`config.mk`:
```
export PLATFORM = sky130hd
export DESIGN_NAME = sgm_ctrl
export DESIGN_NICKNAME = d
export VERILOG_FILES = /design/src/hdl/sobel_gradient_magnitude_unit_assert.svh /design/src/hdl/sgm_pkg.sv /design/src/hdl/sgm_ctrl.sv
export SDC_FILE = /design/constraint.sdc
export NUM_CORES = 1
export LEC_CHECK = 0
export ABC_CLOCK_PERIOD_IN_PS = 3300
export BUFFER_PORTS_ARGS = -buffer_cell sky130_fd_sc_hd__buf_2
export CAP_MARGIN = 20
export CELL_PAD_IN_SITES_DETAIL_PLACEMENT = 1
export CELL_PAD_IN_SITES_GLOBAL_PLACEMENT = 1
export CORE_AREA = 2 2 39 41
export CTS_BUF_LIST = sky130_fd_sc_hd__clkbuf_16
export CTS_CLUSTER_DIAMETER = 30
export DETAILED_ROUTE_END_ITERATION = 16
export DIE_AREA = 0 0 41 43
export GPL_ROUTABILITY_DRIVEN = 1
export PLACE_DENSITY_LB_ADDON = 0.1
export SYNTH_ARGS = -nofsm -noshare
export SYNTH_HDL_FRONTEND = slang
export SYNTH_SLANG_ARGS = --single-unit
```
`constraint.sdc`:
```
create_clock -name clock -period 3.3 [get_ports clock]
set_input_delay 0.165 -clock clock [delete_from_list [all_inputs] [get_ports clock]]
set_output_delay 0.165 -clock clock [all_outputs]
set_load 0.1 [all_outputs]
```
`src/hdl/sobel_gradient_magnitude_unit_assert.svh`:
```
// Assertion macros for the Sobel gradient magnitude unit
`ifndef SOBEL_GRADIENT_MAGNITUDE_UNIT_ASSERT_SVH
`define SOBEL_GRADIENT_MAGNITUDE_UNIT_ASSERT_SVH

// same-cycle implication
`define SGM_ASSERT_SAME(lbl, clk, rst, ante, cons, msg) \
   lbl: assert property (@(posedge clk) disable iff (rst) (ante) |-> (cons)) else $error(msg);

// next-cycle implication
`define SGM_ASSERT_NEXT(lbl, clk, rst, ante, cons, msg) \
   lbl: assert property (@(posedge clk) disable iff (rst) (ante) |=> (cons)) else $error(msg);

`endif

```
`src/hdl/sgm_pkg.sv`:
```
// Shared constants, types and helpers for the Sobel gradient magnitude unit
`timescale 1ns / 1ps
package sgm_pkg;

   localparam int MAX_WIDTH  = 1024;
   localparam int MAX_HEIGHT = 4096;

   localparam int PIX_W   = 8;
   localparam int COL_W   = $clog2(MAX_WIDTH);
   localparam int ROW_W   = $clog2(MAX_HEIGHT);
   localparam int FW_W    = 11;
   localparam int FH_W    = 13;
   localparam int SUM_W   = PIX_W + 2;
   localparam int GRAD_W  = SUM_W + 1;
   localparam int SQ_W    = 2 * SUM_W;
   localparam int ACC_W   = SQ_W + 1;
   localparam int PADDR_W = 3;
   localparam int PDATA_W = 32;

   localparam logic [FW_W-1:0] FW_RESET = FW_W'(640);
   localparam logic [FH_W-1:0] FH_RESET = FH_W'(480);
   localparam logic [FW_W-1:0] FW_MIN   = FW_W'(3);
   localparam logic [FW_W-1:0] FW_MAX   = FW_W'(MAX_WIDTH);
   localparam logic [FH_W-1:0] FH_MIN   = FH_W'(3);
   localparam logic [FH_W-1:0] FH_MAX   = FH_W'(MAX_HEIGHT);
   localparam logic [PIX_W-1:0] GRAD_SAT = {PIX_W{1'b1}};

   typedef enum logic {
      CSR_FRAME_WIDTH  = 1'b0,
      CSR_FRAME_HEIGHT = 1'b1
   } csr_index_type;

   typedef enum logic [2:0] {
      ST_IDLE,
      ST_READ,
      ST_CALC,
      ST_SQX,
      ST_SQY,
      ST_ROOT,
      ST_OUT
   } state_type;

   typedef struct packed {
      logic accept;
      logic read;
      logic calc;
      logic sq_x;
      logic sq_y;
      logic root;
      logic load_out;
   } cmd_type;

   typedef struct packed {
      logic emit;
      logic root_last;
      logic out_free;
   } stat_type;

   function automatic logic [FW_W-1:0] clamp_width(input logic [FW_W-1:0] v);
      logic [FW_W-1:0] r;
      r = v;
      if (v < FW_MIN) r = FW_MIN;
      else if (v > FW_MAX) r = FW_MAX;
      return r;
   endfunction

   function automatic logic [FH_W-1:0] clamp_height(input logic [FH_W-1:0] v);
      logic [FH_W-1:0] r;
      r = v;
      if (v < FH_MIN) r = FH_MIN;
      else if (v > FH_MAX) r = FH_MAX;
      return r;
   endfunction

endpackage

```
`src/hdl/sgm_ctrl.sv`:
```
// Sequencing state machine for the Sobel gradient magnitude unit
`timescale 1ns / 1ps
module sgm_ctrl (
   input  logic              clock,
   input  logic              reset,
   input  logic              req_valid,
   output logic              req_ready,
   input  sgm_pkg::stat_type stat,
   output sgm_pkg::cmd_type  cmd
);
   import sgm_pkg::*;

   state_type state_ff;
   state_type state_in;

   always_ff @(posedge clock) begin
      if (reset) begin
         state_ff <= ST_IDLE;
      end else begin
         state_ff <= state_in;
      end
   end

   always_comb begin
      state_in  = state_ff;
      cmd       = '0;
      req_ready = 1'b0;
      unique case (state_ff)
         ST_IDLE: begin
            req_ready = 1'b1;
            if (req_valid) begin
               cmd.accept = 1'b1;
               state_in   = ST_READ;
            end
         end
         ST_READ: begin
            cmd.read = 1'b1;
            state_in = ST_CALC;
         end
         ST_CALC: begin
            cmd.calc = 1'b1;
            state_in = stat.emit ? ST_SQX : ST_IDLE;
         end
         ST_SQX: begin
            cmd.sq_x = 1'b1;
            state_in = ST_SQY;
         end
         ST_SQY: begin
            cmd.sq_y = 1'b1;
            state_in = ST_ROOT;
         end
         ST_ROOT: begin
            cmd.root = 1'b1;
            if (stat.root_last) state_in = ST_OUT;
         end
         ST_OUT: begin
            if (stat.out_free) begin
               cmd.load_out = 1'b1;
               state_in     = ST_IDLE;
            end
         end
         default: state_in = ST_IDLE;
      endcase
   end

endmodule

```
### Word-level counts from Yosys, hierarchy flattened

Index checks and enable logic that the tools add are counted.

| word-level totals | value |
|---|---|
| input bits | 6 |
| bits in registers | 3 |
| output and inout bits | 8 |
| word-level logic and storage cells | 27 |

| cells by class | value |
|---|---|
| eq/ne operators | 9 |
| multiplexer cells | 15 |
| reductions and logical operators | 2 |

Operators by type and width:

| operator | number |
|---|---|
| 3-bit case mux with 7 select lines | 1 |
| 1-bit two-way mux | 10 |
| 3-bit == test, second input constant | 3 |
| 3-bit two-way mux | 3 |
| 3-bit by 2-bit == test with 1-bit output, second input constant | 2 |
| 2-bit inequality test, second input constant | 3 |
| 3-bit by 1-bit == test with 1-bit output, second input constant | 1 |
| 3-bit logical NOT | 1 |
| 3-bit AND reduction | 1 |
| 2-bit two-way mux | 1 |

### Logic depth before layout (Yosys ltp)

| depth | value |
|---|---|
| depth in word-level cells | 3 |
| gate-level depth with buffers | 4 |
| mapped depth without buffers | 3 |

### Worst setup path before layout

No wires, ideal clock.

| timing | value |
|---|---|
| kind | register to output |
| start | reg state_ff[0] |
| end | out cmd[5] (netlist bit) |
| buffers on the path | 1 |
| cell stages (with the launch flop) | 3 |
| arrival | 2.861 ns |
| slack | 0.274 ns |
| data required time | 3.135 ns |
| cells stage by stage | dfxtp_1 -> buf_2 -> nor3b_1 |

RTL lines:

| item | RTL line | RTL |
|---|---|---|
| start, declared | sgm_ctrl.sv:13 | `state_type state_ff;` |
| start signal, assigned | sgm_ctrl.sv:20 | `state_ff <= state_in;` |
| end, declared | sgm_ctrl.sv:9 | `output sgm_pkg::cmd_type cmd` |

==> results.md <==
* Synth cell types at 24
* CTS tree: done
* Overflow after GRT at 0
* CTS Hold Bufs at 0
* Biggest register: state_ff
* Final setup violation count at 0
* Skew-Pair Late Insertion Delay at 220 ps
* Number of global-route vias before repair at 316
* Routed Antenna Nets at 0
* Initial core utilization at 0.215
* Syn Area/Cell at between 9 and 10 um2
* Kind of end point of the critical path: output port
* RSZ-0062 raised after global routing: false
* Clock slew at reported path FFs at 30 ps
* Horiz. Die Dim at 41 um
* # rows at 14
* Share of the synthesized area in the top cell type at 0.202
* Final TNS setup at 0 ps
* GP Congestion at 0.722
* Post-synth top area cell: dfxtp_1
* P per Cell Area at around 920 mW/mm2
* Worst Path Required at 3130 ps
* Hold Crit Class: input pin to flop
* Clock sinks at 3
* Area grow syn2layout at 47.1%
* Status: finished clean
* Worst Path Buf+Inv at 2
* DRC Markers at 0
* Slew headroom at 0.631
* Drt initial violations at 4
* M2 GR Usage at 0.159
* M3 GR Usage at 0.0314
* Largest stage delay, worst path at roughly 540 ps
* Vias per cell at 4.79
* MaxCap Viol Count at 0
* Gr busiest metal: met2
* Clock buffer depth at 2
* Post-CTS setup repair buffer count at 0
* Crit-path slowest cell: dfxtp_1
* Routed WL at about 750 um
* Max reg flops at 3
* Min Tclk post-route at 1770 ps
* Area share of fa/ha/maj cells after synthesis at 0
* Met1 Use GR at 0.141
* Max FO, Critical Path at 11
* Final Total Pwr at 403 uW
* Post-synthesis sequential area ratio at 0.202
* CORE AREA at roughly 0.0014 mm2
* Die Y at between 40 and 50 um
* Slew Viols, Final at 0
* Quantity of I/O buffers inserted on ports at 13
* #FFs+latches synth at 3
* EDFF count, synth at 0
* Top cells by area, synth: dfxtp_1 (20%), and4bb_1 (8.4%), nor4_4 (7.1%)
* VDD IR max at 293 uV
* HPWL Detailed at 576 um
* Layout cells sized above 1 at 0.468
* Initial antenna violation count at 0
* Final hold violation count at 0
* Simple-Gate Fraction of Synth Area at 0.504
* Setup Crit Path Kind: flop to output port
* Fin crit share at 0.536
* Post-CTS sizing at 0
* Lkg Pwr at 0.000200 uW
* Number of fill cells at about 160
* CP startpoint kind: flop
* Clk_skew at 0.0789 ps
* Mux cell area share after synthesis at 0
* Cells after Synth at 33
* Number of synthesis warnings at 0
* Count leader, synth: dfxtp_1
* IO Pins at 14
* FFs w/ async S/R, synth at 0
* Place WS at roughly 1700 ps
* Largest net degree at the start of global routing at 17
* Via count at 302
* Final Util at 0.316
* Die Area at 0.00176 mm2
* Worst-path cell chain: inv_1 -> nor3_1 -> buf_2
* Synth Flop Type: dfxtp_1
* Largest family of logic cells by synthesized area: simple AND/OR/NAND/NOR gates
* Ant. Diodes at 0
* H-tree Lvls at 1
* First-pass GRT wire length at 1320 um
* CTS root buf: clkbuf_16
* Biggest regs: state_ff: 3 flops
* Pre-antenna DRT Iters at 2
* Total CTS buffers at 3
* Mean routed wirelength per cell at 11.9 um
* Mapped cell area at ~300 um2
* Crit-path leading delay family: buffers and inverters
* Worst setup margin at 1530 ps
* Final nets at 54
* Gr usage total at 0.110
* Fmax at 565 MHz
* Synthesized Nets at 39
* Worst-margin pin slew at 553 ps
* Arr. time, crit path at 1610 ps
* Compound-cell area share of the yosys netlist at 0.189
* Post-Synth XOR/XNOR Area at 0
==> kinds of logic (layout without fill, tap and decap cells) <==
family | count (synthesis) | after routing
and+or+nand+nor | 18 | 18
AOI/OAI and AO/OA | 7 | 7
buffers and inverters | 5 | 19
DFF | 3 | 3
==> final cells by class <==
type,count,area (um2),area share
inverters,2,7.51,0.0171
flip-flops and latches,3,60.1,0.137
repair buffers,13,65.1,0.149
well taps,16,20.0,0.0457
clock inverters,1,3.75,0.00857
clock buffers,3,75.1,0.171
multi-input cells,25,206,0.471
==> layout by cell type, fill, tap and decap left out <==
cell type,count
nor3b_1,2
o21a_1,1
nor3_1,2
and4bb_2,1
a221oi_2,1
and3_1,1
a21oi_1,1
and4bb_1,2
a22o_1,1
nor3_2,2
inv_1,3
dfxtp_1,3
clkbuf_16,3
buf_2,13
nor4_4,1
a211oi_1,1
nor2_2,1
nand2b_1,1
o31ai_1,1
nand2_1,2
nand3b_1,1
and2_1,2
o21ai_0,1
==> metrics by stage <==
step,cells,hold WS (ps),area [um2]
after floorplan,33,231,298
after global placement,59,384,359
after detailed placement,59,380,359
after CTS,63,151,438
after global routing,63,160,438
final,63,149,438
==> power by group <==
group          total (uW)  internal, uW  switching, uW
clock network         186           156           30.1
logic                 153          33.4            119
registers            63.6          42.2           21.5
total                 403           232            171
==> path summary, 6_finish.rpt <==
kind	from	to	slack (ps)	depth (start not counted)
max	state_ff[1]	cmd[0]	1530	3
min	reset	state_ff[1]	150	2
max reg2reg	state_ff[0]	state_ff[1]	1930	3
min reg2reg	state_ff[1]	state_ff[1]	750	2
==> routing by layer <==
layer	vias to the layer above	part of all wire
met5	-	0
li1	150	-
met4	0	0
met3	0	0.048
met2	8	0.50
met1	144	0.45
Note: power is estimated with default switching activity, not from simulation.
